===== config.mk =====
export PLATFORM = sky130hd
export DESIGN_NAME = cpc_regs
export DESIGN_NICKNAME = d
export VERILOG_FILES = /design/src/rtl/cascaded_pid_position_control_defines.svh /design/src/rtl/cpc_pkg.sv /design/src/rtl/cpc_regs.sv
export SDC_FILE = /design/constraint.sdc
export NUM_CORES = 1
export LEC_CHECK = 0
export ABC_AREA = 1
export BUFFER_PORTS_ARGS = -buffer_cell sky130_fd_sc_hd__buf_2
export CAP_MARGIN = 20
export CORE_ASPECT_RATIO = 1.25
export CORE_MARGIN = 8
export CORE_UTILIZATION = 34
export CTS_CLUSTER_DIAMETER = 150
export DETAILED_ROUTE_END_ITERATION = 6
export MAX_ROUTING_LAYER = met4
export SLEW_MARGIN = 20
export SYNTH_ARGS = -nofsm -noshare
export SYNTH_HDL_FRONTEND = slang
export SYNTH_SLANG_ARGS = --single-unit

===== constraint.sdc =====
create_clock -name clk -period 1.35 [get_ports clk]
set_clock_uncertainty 0.15 [all_clocks]
set_input_delay 0.135 -clock clk [delete_from_list [all_inputs] [get_ports clk]]
set_output_delay 0.135 -clock clk [all_outputs]
set_load 0.005 [all_outputs]

===== src/rtl/cascaded_pid_position_control_defines.svh =====
// ----------------------------------------------------------------------------
// Cascaded PID position control: assertion macros
// Shared concurrent assertion forms, clocked on clk, disabled in reset.
// ----------------------------------------------------------------------------
`ifndef CASCADED_PID_POSITION_CONTROL_DEFINES_SVH
`define CASCADED_PID_POSITION_CONTROL_DEFINES_SVH

// Same-cycle implication.
`define CPC_ASSERT_NOW(label, ante, cons, msg) \
	label: assert property (@(posedge clk) disable iff (!arst_n) (ante) |-> (cons)) \
		else $error(msg);

// Next-cycle implication.
`define CPC_ASSERT_NEXT(label, ante, cons, msg) \
	label: assert property (@(posedge clk) disable iff (!arst_n) (ante) |=> (cons)) \
		else $error(msg);

`endif


===== src/rtl/cpc_pkg.sv =====
// ----------------------------------------------------------------------------
// Cascaded PID position control: package
// Fixed-point constants, register indexes, command codes and shared types.
// ----------------------------------------------------------------------------
`default_nettype none

package cpc_pkg;

	localparam int GAIN_FRACTION_BITS = 24;
	localparam int SH_POS             = GAIN_FRACTION_BITS - 16;
	localparam int SH_SPD             = GAIN_FRACTION_BITS;

	localparam logic [63:0] GAIN_ONE  = 64'd1 << GAIN_FRACTION_BITS;
	localparam logic [31:0] GAIN_C001 = 32'((GAIN_ONE + 64'd50) / 64'd100);
	localparam logic [31:0] GAIN_C01  = 32'((GAIN_ONE + 64'd5) / 64'd10);
	localparam logic [31:0] GAIN_C1   = 32'(GAIN_ONE);

	localparam logic [46:0] SSP_LIM   = 47'(1000 * 65536);

	localparam int CFG_IDX_W  = 3;
	localparam int CFG_DATA_W = 32;

	localparam logic [CFG_IDX_W-1:0] REG_POSITION_KP             = 3'd0;
	localparam logic [CFG_IDX_W-1:0] REG_POSITION_KI             = 3'd1;
	localparam logic [CFG_IDX_W-1:0] REG_POSITION_KD             = 3'd2;
	localparam logic [CFG_IDX_W-1:0] REG_POSITION_INTEGRAL_LIMIT = 3'd3;
	localparam logic [CFG_IDX_W-1:0] REG_DRIVE_LIMIT             = 3'd4;
	localparam logic [CFG_IDX_W-1:0] REG_SPEED_KP                = 3'd5;
	localparam logic [CFG_IDX_W-1:0] REG_SPEED_KI                = 3'd6;
	localparam logic [CFG_IDX_W-1:0] REG_SPEED_INTEGRAL_LIMIT    = 3'd7;

	localparam logic [31:0] RST_POSITION_KP             = 32'd8388608;
	localparam logic [31:0] RST_POSITION_KI             = 32'd25166;
	localparam logic [31:0] RST_POSITION_KD             = 32'd83886080;
	localparam logic [30:0] RST_POSITION_INTEGRAL_LIMIT = 31'd3000;
	localparam logic [14:0] RST_DRIVE_LIMIT             = 15'd8000;
	localparam logic [31:0] RST_SPEED_KP                = 32'd117440512;
	localparam logic [31:0] RST_SPEED_KI                = 32'd167772;
	localparam logic [30:0] RST_SPEED_INTEGRAL_LIMIT    = 31'd1500000;

	typedef struct packed {
		logic [31:0] position_kp;
		logic [31:0] position_ki;
		logic [31:0] position_kd;
		logic [30:0] position_integral_limit;
		logic [14:0] drive_limit;
		logic [31:0] speed_kp;
		logic [31:0] speed_ki;
		logic [30:0] speed_integral_limit;
	} cfg_t;

	typedef logic [1:0] opnd_sel_t;
	localparam opnd_sel_t OP_ERR  = 2'd0;
	localparam opnd_sel_t OP_SPD  = 2'd1;
	localparam opnd_sel_t OP_SERR = 2'd2;
	localparam opnd_sel_t OP_SINT = 2'd3;

	typedef logic [2:0] gain_sel_t;
	localparam gain_sel_t GK_I  = 3'd0;
	localparam gain_sel_t GK_P  = 3'd1;
	localparam gain_sel_t GK_D  = 3'd2;
	localparam gain_sel_t GK_SP = 3'd3;
	localparam gain_sel_t GK_SI = 3'd4;

	typedef logic [1:0] fin_sel_t;
	localparam fin_sel_t FIN_NONE = 2'd0;
	localparam fin_sel_t FIN_T0   = 2'd1;
	localparam fin_sel_t FIN_T1   = 2'd2;
	localparam fin_sel_t FIN_T2   = 2'd3;

	typedef struct packed {
		logic      capture;
		opnd_sel_t ld_opnd;
		gain_sel_t ld_gain;
		fin_sel_t  fin_dst;
		logic      pint_upd;
		logic      mix;
		logic      serr_upd;
		logic      sint_upd;
		logic      acc2;
		logic      out_load;
	} cmd_t;

	typedef struct packed {
		logic cascade;
	} sts_t;

endpackage

`default_nettype wire


===== src/rtl/cpc_regs.sv =====
// ----------------------------------------------------------------------------
// Cascaded PID position control: configuration registers
// Gains and limits, written through the plain write port.
// ----------------------------------------------------------------------------
`default_nettype none

module cpc_regs
	import cpc_pkg::*;
(
	input  logic                  clk,
	input  logic                  arst_n,
	input  logic                  cfg_we,
	input  logic [CFG_IDX_W-1:0]  cfg_index,
	input  logic [CFG_DATA_W-1:0] cfg_data,
	output cfg_t                  cfg
);

	cfg_t cfg_q;

	always_ff @(posedge clk or negedge arst_n) begin
		if (!arst_n) begin
			cfg_q.position_kp             <= RST_POSITION_KP;
			cfg_q.position_ki             <= RST_POSITION_KI;
			cfg_q.position_kd             <= RST_POSITION_KD;
			cfg_q.position_integral_limit <= RST_POSITION_INTEGRAL_LIMIT;
			cfg_q.drive_limit             <= RST_DRIVE_LIMIT;
			cfg_q.speed_kp                <= RST_SPEED_KP;
			cfg_q.speed_ki                <= RST_SPEED_KI;
			cfg_q.speed_integral_limit    <= RST_SPEED_INTEGRAL_LIMIT;
		end else if (cfg_we) begin
			case (cfg_index)
				REG_POSITION_KP:             cfg_q.position_kp <= cfg_data;
				REG_POSITION_KI:             cfg_q.position_ki <= cfg_data;
				REG_POSITION_KD:             cfg_q.position_kd <= cfg_data;
				REG_POSITION_INTEGRAL_LIMIT: cfg_q.position_integral_limit <= cfg_data[30:0];
				REG_DRIVE_LIMIT:             cfg_q.drive_limit <= cfg_data[14:0];
				REG_SPEED_KP:                cfg_q.speed_kp <= cfg_data;
				REG_SPEED_KI:                cfg_q.speed_ki <= cfg_data;
				REG_SPEED_INTEGRAL_LIMIT:    cfg_q.speed_integral_limit <= cfg_data[30:0];
				default: begin
				end
			endcase
		end
	end

	assign cfg = cfg_q;

endmodule

`default_nettype wire


# Yosys cells after proc, flatten, opt, wreduce, memory -nomap -nowiden
# Cells that the tools add are included.
# word_totals
in_bits	38
word_cells	24
ff_bits	237
out_inout_bits	237
# op_classes
n_reduce_logical	9
eq_ne	7
# op_table
cell	n
$reduce_and 2->1	8
$eq 3x3->1 const B	4
$eq 3x2->1 const B	2
$eq 3x1->1 const B	1
$logic_not 3->1	1

# Longest topological paths before layout
# depth
word_depth	2
mapped_depth	6
depth_no_buf	5

# Worst setup path before layout
# No wires, ideal clock.
# synth_timing
kind	input-to-reg
startpoint	in cfg_index[2]
endpoint	reg cfg_q, in the netlist cfg[100]
path_slack_ns	0.271
path_stages	6
t_arrival_ns	0.862
t_required_ns	1.134
path_buffers	1
path_cell_list	nand2_1 > inv_2 > nand2_1 > clkbuf_1 > nand2_1 > nand2_1
# synth_between
elab_chain_len	2
# synth_lines
element	line_no	rtl
from (decl)	cpc_regs.sv:13	input logic [CFG_IDX_W-1:0] cfg_index,
$eq 3x3->1	cpc_regs.sv:31	case (cfg_index)
$reduce_and 2->1 (no source line)	--	
to (decl)	cpc_regs.sv:18	cfg_t cfg_q;
# No other way between the ends.
# A chain may end at the register's enable or synchronous reset.

# Worst setup path after layout
# layout_timing
startpoint	reg cfg_q, in the netlist cfg[17]
endpoint	out cfg[17] in the netlist's numbering
# layout_lines
element	line_no	rtl
to (decl)	cpc_regs.sv:15	output cfg_t cfg
# No word-level cell between the ends.

==> impl_metrics.env <==
export IMPL_outcome="finished with violations"
export IMPL_violations="negative hold slack, negative setup slack"
export IMPL_ys_warn_count=0
export IMPL_relSlewSlack=0.793
export IMPL_grt_max_degree=60
export IMPL_cts_tree="done"
export IMPL_instances_no_fill=1778
export IMPL_critPathSlowestCell="dfstp_2"
export IMPL_syn2layout_area_growth_pct=42.9
export IMPL_die_area_um2=32700
export IMPL_nets=1451
export IMPL_cts_buffer_depth=3
export IMPL_firstDrtPassIters=5
export IMPL_crit_type="reg2out"
export IMPL_path_delay_family="flip-flops"
export IMPL_synth_top_cell_by_area="dfrtp_1"
export IMPL_grt_first_pass_wirelength_um=51500
export IMPL_whs_ns=-0.0506
export IMPL_async_flop_share=1.00
export IMPL_reg2reg_slack_ns=0.39
export IMPL_switching_power_uw=5860
export IMPL_internal_power_uw=15100
export IMPL_synth_ff_type="dfrtp_1"
export IMPL_max_vdd_ir_drop_v=0.00110
export IMPL_cp_data_required_time_ns=1.07
export IMPL_drive_gt1_frac=0.330
export IMPL_route_detailed_drc=0
export IMPL_drt_iter0_markers=492
export IMPL_final_max_slew_violation_count=0
export IMPL_syn_avg_cell_area_um2=8.82
export IMPL_ys_types=13
export IMPL_coreArea_um2=26700
export IMPL_antenna_found_initial=2
export IMPL_fmaxAchievable_mhz=685
export IMPL_clkTransAtPathRegs_ns=0.06
export IMPL_seq_area_frac_synth=0.649
export IMPL_yosysMostFrequentCell="nand2_1"
export IMPL_synthCells=1046
export IMPL_hold_class="in2async"
export IMPL_std_cell_rows=67
export IMPL_timing_final_hold_violations=16
export IMPL_cap_violations=0
export IMPL_grtUsageTotal=0.206
export IMPL_startpoint_type="flip-flop"
export IMPL_h_tree_depth=1
export IMPL_worstRegToRegCells=3
export IMPL_die_width_um=163
export IMPL_netlist_top_cells_area="dfrtp_1 52%, nand2_1 25%, dfstp_2 13%, nand3_1 6.0%, clkbuf_1 1.3%"
export IMPL_pwr_share_clk=0.336
export IMPL_vias_per_cell=4.68
export IMPL_setup_violations=46
export IMPL_vias=8326
export IMPL_layout_setup_ws_ns=-0.110
export IMPL_synth_seq_cells=237
export IMPL_arrival_ns=1.17
export IMPL_numCtsBuffers=25
export IMPL_critical_path_peak_fanout=2
export IMPL_p_leak_uw=0.00736
export IMPL_pwr_share_seq=0.452
export IMPL_path_cells="buf_2"
export IMPL_grt_pass1_vias=8488
export IMPL_r2r_start="cfg[119]"
export IMPL_place_inst=1640
export IMPL_cts_root_buf="clkbuf_16"
export IMPL_cp_end_kind="output pin"
export IMPL_synth_fp_nets=1084
export IMPL_postRouteAntennaNets=0
export IMPL_timing_rr_end="cfg[119]"
export IMPL_gp_congestion=0.828
export IMPL_wire_per_inst_um=19.0
export IMPL_synthesis_area_um2=9220
export IMPL_p_comb_frac=0.212
export IMPL_overflow=0
export IMPL_worstMarginPinSlew_ns=0.310
export IMPL_clk_latency_ns=0.51
export IMPL_synth_common_cells="613 x nand2_1, 191 x dfrtp_1, 111 x nand3_1, 46 x dfstp_2, 33 x clkbuf_1"
export IMPL_powerDensity_nw_per_um2=1590
export IMPL_die_y_um=200
export IMPL_crit_buf_inv=1
export IMPL_synth_top_cell_area_share=0.518
export IMPL_initial_core_util=0.345
export IMPL_wl_um=33800
export IMPL_switching_share=0.279
export IMPL_clock_sinks=237
export IMPL_largest_reg_flops=237
export IMPL_rsz0062_at_grt="yes"
export IMPL_ios=275
export IMPL_synth_edff_count=0
export IMPL_dp_hpwl_um=23200
export IMPL_cpPeakStageDelay_ns=0.55
export IMPL_period_needed_ns=1.46
export IMPL_finalCritPeriodShare=1.08
export IMPL_port_buffer_count=274
-- cells by family after synthesis --
logic type | share of synthesized area
buf+inv | 0.0362
flops | 0.649
simple gates | 0.314
-- worst max path at each step --
| stage | from | end | slack [ns] | depth (start not counted) |
|---|---|---|---|---|
| 2_1_floorplan | cfg_index[2] | cfg[100] | 0.27 | 6 |
| 3_3_place_gp | cfg_we | cfg[189] | 0.02 | 7 |
| 3_5_place_dp | cfg_we | cfg[152] | -0.006 | 7 |
| 4_1_cts | cfg[17] | cfg[17] | -0.14 | 1 |
| 5_1_grt | cfg[228] | cfg[228] | -0.15 | 1 |
| 6_report | cfg[17] | cfg[17] | -0.11 | 1 |
-- power by group through the flow --
stage               logic [µW]  clock network (µW)  registers, µW
detailed placement        3740                   0           9530
floorplan                 1260                   0           9540
global route              4940                7490           9630
finish                    4450                7060           9500
global placement          3640                   0           9530
CTS                       3970                7240           9470
-- metal layers --
metal  global-route usage  up-vias  routed length [µm]
li1                     -     3952                   -
met1                0.248     4027               13700
met2                0.347      287               17100
met3               0.0318       60                2100
met4               0.0670        0                 954
met5                    -        -                   0
-- cells in the final DEF (no fill, tap or decap), drive strengths merged --
cell | Yosys | routed
nand3 | 111 | 111
inv | 6 | 6
dfstp | 46 | 46
nand2 | 613 | 613
dlygate4sd3 | 0 | 34
bufinv | 0 | 3
buf | 23 | 377
clkbuf | 48 | 35
nor2 | 8 | 8
dfrtp | 191 | 191
diode | 0 | 2
clkinvlp | 0 | 1
clkinv | 0 | 6
-- metrics by stage --
stage               utilization  total power, µW  TNS [ns]  worst slack [ns]  cell area (µm²)
floorplan                     -            10800         0             0.271             9220
global placement          0.423            13200         0            0.0188            11300
detailed placement        0.423            13300  -0.00554          -0.00554            11300
CTS                       0.473            20700     -5.26            -0.138            12600
global route              0.493            22100     -6.82            -0.149            13200
finish                    0.493            21000     -3.65            -0.110            13200
-- what timing repair did --
action / CTS / global route
setup buffers: 3 / 54
endpoints found under the hold margin: 474 / 19
endpoints found under the setup margin: 79 / 171
gates resized for setup: 21 / 20
pin swaps: 0 / 0
hold buffers: 34 / 1
-- final cells by class --
| cell class | instances | area [µm²] |
|---|---|---|
| timing repair buffer | 411 | 2950 |
| sequential | 237 | 5990 |
| inverter | 6 | 22.5 |
| fill | 2536 | 13600 |
| clock buffer | 35 | 713 |
| clock inverter | 10 | 128 |
| tap | 345 | 432 |
| antenna | 2 | 5.00 |
| multi-input combinational | 732 | 2940 |
(Power assumes the default switching activity.)
