File: config.mk
export PLATFORM = sky130hd
export DESIGN_NAME = cpc_ctrl
export DESIGN_NICKNAME = d
export VERILOG_FILES = /design/src/rtl/cpc_pkg.sv /design/src/rtl/cpc_ctrl.sv
export VERILOG_INCLUDE_DIRS = /design/src /design/src/rtl
export SDC_FILE = /design/constraint.sdc
export NUM_CORES = 1
export LEC_CHECK = 0
export BUFFER_PORTS_ARGS = -buffer_cell sky130_fd_sc_hd__buf_2
export CAP_MARGIN = 20
export CORE_AREA = 2 2 39 41
export CTS_CLUSTER_DIAMETER = 150
export DETAILED_ROUTE_END_ITERATION = 7
export DIE_AREA = 0 0 41 43
export GPL_TIMING_DRIVEN = 0
export PLACE_DENSITY = 0.7
export SLEW_MARGIN = 15
export SYNTH_ARGS = -nofsm -noshare
export SYNTH_HDL_FRONTEND = slang
export SYNTH_SLANG_ARGS = --single-unit
File: constraint.sdc
create_clock -name clk -period 1.2 [get_ports clk]
set_input_delay 0.18 -clock clk [delete_from_list [all_inputs] [get_ports clk]]
set_output_delay 0.18 -clock clk [all_outputs]
set_load 0.005 [all_outputs]
File: src/rtl/cascaded_pid_position_control_defines.svh
// ----------------------------------------------------------------------------
// Cascaded PID position control: assertion macros
// Shared concurrent assertion forms, clocked on clk, disabled in reset.
// ----------------------------------------------------------------------------
`ifndef CASCADED_PID_POSITION_CONTROL_DEFINES_SVH
`define CASCADED_PID_POSITION_CONTROL_DEFINES_SVH

// Same-cycle implication.
`define CPC_ASSERT_NOW(label, ante, cons, msg) \
	label: assert property (@(posedge clk) disable iff (!arst_n) (ante) |-> (cons)) \
		else $error(msg);

// Next-cycle implication.
`define CPC_ASSERT_NEXT(label, ante, cons, msg) \
	label: assert property (@(posedge clk) disable iff (!arst_n) (ante) |=> (cons)) \
		else $error(msg);

`endif

File: src/rtl/cpc_pkg.sv
// ----------------------------------------------------------------------------
// Cascaded PID position control: package
// Fixed-point constants, register indexes, command codes and shared types.
// ----------------------------------------------------------------------------
`default_nettype none

package cpc_pkg;

	localparam int GAIN_FRACTION_BITS = 24;
	localparam int SH_POS             = GAIN_FRACTION_BITS - 16;
	localparam int SH_SPD             = GAIN_FRACTION_BITS;

	localparam logic [63:0] GAIN_ONE  = 64'd1 << GAIN_FRACTION_BITS;
	localparam logic [31:0] GAIN_C001 = 32'((GAIN_ONE + 64'd50) / 64'd100);
	localparam logic [31:0] GAIN_C01  = 32'((GAIN_ONE + 64'd5) / 64'd10);
	localparam logic [31:0] GAIN_C1   = 32'(GAIN_ONE);

	localparam logic [46:0] SSP_LIM   = 47'(1000 * 65536);

	localparam int CFG_IDX_W  = 3;
	localparam int CFG_DATA_W = 32;

	localparam logic [CFG_IDX_W-1:0] REG_POSITION_KP             = 3'd0;
	localparam logic [CFG_IDX_W-1:0] REG_POSITION_KI             = 3'd1;
	localparam logic [CFG_IDX_W-1:0] REG_POSITION_KD             = 3'd2;
	localparam logic [CFG_IDX_W-1:0] REG_POSITION_INTEGRAL_LIMIT = 3'd3;
	localparam logic [CFG_IDX_W-1:0] REG_DRIVE_LIMIT             = 3'd4;
	localparam logic [CFG_IDX_W-1:0] REG_SPEED_KP                = 3'd5;
	localparam logic [CFG_IDX_W-1:0] REG_SPEED_KI                = 3'd6;
	localparam logic [CFG_IDX_W-1:0] REG_SPEED_INTEGRAL_LIMIT    = 3'd7;

	localparam logic [31:0] RST_POSITION_KP             = 32'd8388608;
	localparam logic [31:0] RST_POSITION_KI             = 32'd25166;
	localparam logic [31:0] RST_POSITION_KD             = 32'd83886080;
	localparam logic [30:0] RST_POSITION_INTEGRAL_LIMIT = 31'd3000;
	localparam logic [14:0] RST_DRIVE_LIMIT             = 15'd8000;
	localparam logic [31:0] RST_SPEED_KP                = 32'd117440512;
	localparam logic [31:0] RST_SPEED_KI                = 32'd167772;
	localparam logic [30:0] RST_SPEED_INTEGRAL_LIMIT    = 31'd1500000;

	typedef struct packed {
		logic [31:0] position_kp;
		logic [31:0] position_ki;
		logic [31:0] position_kd;
		logic [30:0] position_integral_limit;
		logic [14:0] drive_limit;
		logic [31:0] speed_kp;
		logic [31:0] speed_ki;
		logic [30:0] speed_integral_limit;
	} cfg_t;

	typedef logic [1:0] opnd_sel_t;
	localparam opnd_sel_t OP_ERR  = 2'd0;
	localparam opnd_sel_t OP_SPD  = 2'd1;
	localparam opnd_sel_t OP_SERR = 2'd2;
	localparam opnd_sel_t OP_SINT = 2'd3;

	typedef logic [2:0] gain_sel_t;
	localparam gain_sel_t GK_I  = 3'd0;
	localparam gain_sel_t GK_P  = 3'd1;
	localparam gain_sel_t GK_D  = 3'd2;
	localparam gain_sel_t GK_SP = 3'd3;
	localparam gain_sel_t GK_SI = 3'd4;

	typedef logic [1:0] fin_sel_t;
	localparam fin_sel_t FIN_NONE = 2'd0;
	localparam fin_sel_t FIN_T0   = 2'd1;
	localparam fin_sel_t FIN_T1   = 2'd2;
	localparam fin_sel_t FIN_T2   = 2'd3;

	typedef struct packed {
		logic      capture;
		opnd_sel_t ld_opnd;
		gain_sel_t ld_gain;
		fin_sel_t  fin_dst;
		logic      pint_upd;
		logic      mix;
		logic      serr_upd;
		logic      sint_upd;
		logic      acc2;
		logic      out_load;
	} cmd_t;

	typedef struct packed {
		logic cascade;
	} sts_t;

endpackage

`default_nettype wire

File: src/rtl/cpc_ctrl.sv
// ----------------------------------------------------------------------------
// Cascaded PID position control: controller
// Sequences product issues, loop updates and the result handoff.
// ----------------------------------------------------------------------------
`default_nettype none
`include "cascaded_pid_position_control_defines.svh"

module cpc_ctrl
	import cpc_pkg::*;
(
	input  logic clk,
	input  logic arst_n,
	input  logic tick_valid,
	output logic tick_ready,
	output logic result_valid,
	input  logic result_ready,
	input  sts_t sts,
	output cmd_t cmd
);

	localparam logic [3:0] S_IDLE  = 4'd0;
	localparam logic [3:0] S_P0    = 4'd1;
	localparam logic [3:0] S_P1    = 4'd2;
	localparam logic [3:0] S_P2    = 4'd3;
	localparam logic [3:0] S_P3    = 4'd4;
	localparam logic [3:0] S_P4    = 4'd5;
	localparam logic [3:0] S_MIX   = 4'd6;
	localparam logic [3:0] S_SERR  = 4'd7;
	localparam logic [3:0] S_SINT  = 4'd8;
	localparam logic [3:0] S_Q1    = 4'd9;
	localparam logic [3:0] S_Q2    = 4'd10;
	localparam logic [3:0] S_Q3    = 4'd11;
	localparam logic [3:0] S_ACC2  = 4'd12;
	localparam logic [3:0] S_CLAMP = 4'd13;

	logic [3:0] state_q;
	logic [3:0] state_d;
	logic       result_valid_q;
	logic       can_load;

	assign tick_ready   = (state_q == S_IDLE);
	assign result_valid = result_valid_q;
	assign can_load     = !result_valid_q || result_ready;

	always_comb begin
		cmd     = '0;
		state_d = state_q;
		case (state_q)
			S_IDLE: begin
				if (tick_valid) begin
					cmd.capture = 1'b1;
					state_d     = S_P0;
				end
			end
			S_P0: begin
				cmd.ld_opnd = OP_ERR;
				cmd.ld_gain = GK_I;
				state_d     = S_P1;
			end
			S_P1: begin
				cmd.ld_opnd = OP_ERR;
				cmd.ld_gain = GK_P;
				state_d     = S_P2;
			end
			S_P2: begin
				cmd.ld_opnd = OP_SPD;
				cmd.ld_gain = GK_D;
				cmd.fin_dst = FIN_T0;
				state_d     = S_P3;
			end
			S_P3: begin
				cmd.fin_dst  = FIN_T1;
				cmd.pint_upd = 1'b1;
				state_d      = S_P4;
			end
			S_P4: begin
				cmd.fin_dst = FIN_T2;
				state_d     = S_MIX;
			end
			S_MIX: begin
				cmd.mix = 1'b1;
				state_d = sts.cascade ? S_SERR : S_CLAMP;
			end
			S_SERR: begin
				cmd.serr_upd = 1'b1;
				state_d      = S_SINT;
			end
			S_SINT: begin
				cmd.sint_upd = 1'b1;
				cmd.ld_opnd  = OP_SERR;
				cmd.ld_gain  = GK_SP;
				state_d      = S_Q1;
			end
			S_Q1: begin
				cmd.ld_opnd = OP_SINT;
				cmd.ld_gain = GK_SI;
				state_d     = S_Q2;
			end
			S_Q2: begin
				cmd.fin_dst = FIN_T1;
				state_d     = S_Q3;
			end
			S_Q3: begin
				cmd.fin_dst = FIN_T2;
				state_d     = S_ACC2;
			end
			S_ACC2: begin
				cmd.acc2 = 1'b1;
				state_d  = S_CLAMP;
			end
			S_CLAMP: begin
				if (can_load) begin
					cmd.out_load = 1'b1;
					state_d      = S_IDLE;
				end
			end
			default: state_d = S_IDLE;
		endcase
	end

	always_ff @(posedge clk or negedge arst_n) begin
		if (!arst_n) begin
			state_q        <= S_IDLE;
			result_valid_q <= 1'b0;
		end else begin
			state_q <= state_d;
			if (cmd.out_load)
				result_valid_q <= 1'b1;
			else if (result_ready)
				result_valid_q <= 1'b0;
		end
	end

	`CPC_ASSERT_NEXT(a_accept_starts, tick_valid && tick_ready, state_q == S_P0, "accepted transaction did not start the product sequence")
	`CPC_ASSERT_NOW(a_result_from_clamp, $rose(result_valid_q), $past(state_q) == S_CLAMP, "result raised outside the clamp step")
	`CPC_ASSERT_NOW(a_load_when_free, cmd.out_load, !result_valid_q || result_ready, "result register overwritten while held")
	`CPC_ASSERT_NOW(a_speed_loop_cascade, state_q == S_SERR || state_q == S_Q2, sts.cascade, "speed loop entered in direct mode")

endmodule

`default_nettype wire

After elaboration in Yosys (flattened, before gate mapping) --
Cells that the tools add are included.
Storage, ports and cells: bits in registers 5, output and inout port bits 16, input bits 5, word-level logic and storage cells 41
Cells by class: reduce and logical (&&, ||, !) cells 7, equal/unequal tests 15, muxes and demuxes 17
Operators by type and width (count):
- 4-bit case mux with 14 select lines | 1
- 4-bit == test (second input constant) | 6
- 5-bit case mux with 4 select lines | 1
- 4-bit by 3-bit == test with 1-bit output (second input constant) | 4
- 4-bit two-way mux | 3
- 1-bit two-way mux | 11
- 4-bit by 2-bit == test with 1-bit output (second input constant) | 2
- 2-bit case mux with 3 select lines | 1
- 4-bit by 1-bit == test with 1-bit output (second input constant) | 1
- 4-bit zero test | 1
- 2-bit inequality test (second input constant) | 2
- 2-bit OR reduction | 2
- 2-bit AND reduction | 1
- 2-bit nonzero test | 1
- 1-bit zero test | 1
- 1-bit logical OR | 1

Logic depth before layout (Yosys ltp) --
depth in word-level cells 5, depth in mapped cells 4

Worst setup path before layout --
Ideal clock, no wire load.
kind flip-flop to output port, start register state_q[1], end output cmd[9] (netlist bit), path slack -0.018 ns, stages on the path, launching flop included 5, data required time 1.020 ns, arrival time 1.038 ns, path through dfrtp_1 > or2_1 > buf_6 > mux2_2 > nor2_2
RTL lines:
- start: declaration | line cpc_ctrl.sv:36 | logic [3:0] state_q;
- start signal: assignment | line cpc_ctrl.sv:126 | state_q <= state_d;
- end: declaration | line cpc_ctrl.sv:18 | output cmd_t cmd

==> run_results.csv <==
group,metric,value,unit
clocking,clk_pin_slew,0.05,ns
clocking,cts_tree,"done",
global_route,grt_pass1_vias,458,
worst_setup_path,reg2reg_depth,6,
layout,fin_util,59.0,%
timing,finalSetupTns,-4.01,ns
layout,area_delta_synth_final,80.1,%
yosys,synthFlopType,"dfrtp_1",
power_and_ir_drop,clockPowerShare,8.7,%
timing,worst_slew_pin_slew,0.202,ns
worst_setup_path,worst-path-stages,4,
worst_setup_path,timing.rr.start,"state_q[0]",
floorplan,die-width,41,µm
worst_setup_path,slowest_delay,0.39,ns
yosys,syn_avg_cell_area,8.39,µm²
routing,drt_wl_total,1460,µm
floorplan,fp-row-count,14,
timing,setup_ws,-0.366,ns
worst_setup_path,cp-start-kind,"flop",
run_status,violations,"negative setup slack",
routing,ant_nets,0,
routing,drtIter0Drc,9,
clocking,clk_latency,0.25,ns
clocking,htreeDepth,1,
layout,fin_cells,109,
worst_setup_path,required,1.02,ns
global_route,grt_pass1_wl,2040,µm
placement,gp_congestion,0.833,
clocking,clockRootBuffer,"clkbuf_4",
power_and_ir_drop,total_power,2.39,mW
timing,period_share,130,%
yosys,seq_area_frac_synth,27.6,%
timing,max_freq,639,MHz
timing,hold_violations,0,
global_route,grt_max_degree,9,
placement,dp.final_hpwl,790,µm
hold_path,hold_class,"in -> async",
worst_setup_path,rrSetupSlack,-0.05,ns
power_and_ir_drop,ir_worst_vdd,1.14,mV
flow_run,drv_cap,0,
worst_setup_path,crit_start,"state_q[1]",
layout,diodes,0,
clocking,cts_inserted_buffers,3,
routing,routed_via_density,4.97,
timing,setup_viol,18,
yosys,synth_edf_count,0,
worst_setup_path,worstSetupPathType,"reg -> out",
timing,fin_crit,1.57,ns
worst_setup_path,cp_cell_sequence,"buf_6, or3_4, nor2b_2, buf_2",
global_route,antenna_found_initial,0,
placement,dp_cells,90,
power_and_ir_drop,switching_share,41.5,%
worst_setup_path,setup.worst_path.end,"cmd[0]",
global_route,track_usage,16.9,%
yosys,ys_async_sr_fraction,100,%
power_and_ir_drop,pwr-share-comb,78.2,%
worst_setup_path,path_max_fanout,5,
yosys,syn_nets,59,
placement,place_area,576,µm²
worst_setup_path,endpoint_kind,"output pin",
yosys,synth-seq-cells,5,
power_and_ir_drop,p_int,1.40,mW
worst_setup_path,arrival,1.39,ns
worst_setup_path,cp_num_buf_inv,2,
layout,layout.nets,99,
power_and_ir_drop,p_seq_share,13.1,%
routing,wire_per_inst,13.4,µm
routing,drt-pass1-iter-count,4,
floorplan,die_area,0.00176,mm²
floorplan,die_h,43,µm
power_and_ir_drop,p_leak,0.427,nW
worst_setup_path,r2r-end,"state_q[3]",
clocking,numClockSinks,5,
worst_setup_path,crit_family,"simple AND/OR/NAND/NOR gates",
worst_setup_path,crit_slowest_cell,"or3_4",
routing,drc,0,
timing,fin_skew,0.00238,ns
yosys,ys_types,29,
yosys,synthCells,54,
floorplan,core-area,0.00138,mm²
layout,layout-drive-gt1-share,68.8,%
layout,design_area,816,µm²
power_and_ir_drop,power.density,2930,mW/mm²
yosys,netlist_area,453,µm²
timing,rsz0062_at_grt,"true",
timing,max-slew-margin-rel,86.5,%
timing,maxSlewViolCount,0,
global_route,globalRouteOverflowTotal,0,
yosys,yosys_warnings,0,
power_and_ir_drop,switchingPower,994,µW
floorplan,initial_utilization,32.7,%
placement,port_buffers,20,
run_status,status,"finished, violations left",
routing,num_vias,542,
clocking,clockBufferDepth,2,
floorplan,boundaryPins,21,
## power groups by stage
stage	Sequential, mW	Clock [mW]	Combinational [mW]
detailed placement	0.290	0	1.18
finish	0.314	0.208	1.87
floorplan	0.285	0	0.871
CTS	0.309	0.207	1.56
global route	0.320	0.220	2.00
global placement	0.287	0	1.18
## what timing repair did
action / 4_1_cts / 5_1_grt
resized for setup: 13 / 15
gates cloned: 0 / 0
endpoints found under the hold margin: 5 / 0
hold buffers: 1 / 0
pin swaps: 5 / 7
endpoints found under the setup margin: 15 / 17
setup buffers: 11 / 4
## stage by stage
step / setup slack (ns) / hold slack [ns]
floorplan: -0.0180 / -0.116
global placement: -0.140 / -0.000898
detailed placement: -0.158 / 0.00441
CTS: -0.342 / 0.278
global route: -0.400 / 0.284
finish: -0.366 / 0.274
## Yosys cell counts, types with 2 or more instances
master    number  area [µm²]
nand3_1        2        10.0
and2_1         2        12.5
nor3_1         5        25.0
nand2b_1       3        18.8
nor2_1         7        26.3
nor3_2         2        20.0
dfrtp_1        5         125
buf_4          2        15.0
buf_6          2        22.5
inv_2          2        7.51
nand2_1        3        11.3
o21ai_0        2        10.0
## layout by cell type (no fill, tap or decap), types with 2 or more instances in the layout
master,n
nand2_1,2
nand3_1,2
nand2b_4,2
buf_4,7
nor3_2,2
dfrtp_1,4
nand2b_1,2
nor2_2,4
inv_4,2
nor3_1,3
buf_6,12
nor2_1,4
clkbuf_4,3
and2_1,2
mux2_4,2
buf_2,20
nor3_4,2
## area by class of cell
class	count	area [µm²]
Tap cell	16	20.0
Inverter	3	16.3
Fill cell	113	568
Buffer	4	45.0
Clock buffer	4	26.3
Timing Repair Buffer	36	253
Multi-Input combinational cell	41	329
Sequential cell	5	126
## kinds of logic (layout without fill, tap and decap cells)
group / count (synthesis) / after routing / synth area share, %
and+or+nand+nor: 32 / 32 / 41.7
buffers and inverters: 8 / 47 / 11.9
AOI/OAI and AO/OA: 5 / 5 / 8.84
DFF: 5 / 5 / 27.6
muxes: 3 / 3 / 8.01
xor gates and xnor gates: 1 / 1 / 1.93
## sequential cells by signal (all words and copies together) (netlist names)
register	cells
state_q	4
result_valid	1
## worst min-delay path by stage
stage           start           end  slack [ns]
4_1_cts        arst_n    state_q[3]        0.28
3_5_place_dp   arst_n  result_valid       0.004
3_3_place_gp   arst_n  result_valid     -0.0009
5_1_grt        arst_n    state_q[3]        0.28
6_report       arst_n    state_q[3]        0.27
2_1_floorplan  arst_n  result_valid       -0.12
## per-layer routing
layer / wire (µm) / GRT usage (%) / up-vias
met5: 0 / 0 / -
met4: 25 / 8.00 / 0
met3: 73 / 2.62 / 2
met2: 717 / 23.4 / 17
met1: 648 / 24.5 / 261
li1: - / - / 262
(Power assumes the default switching activity.)
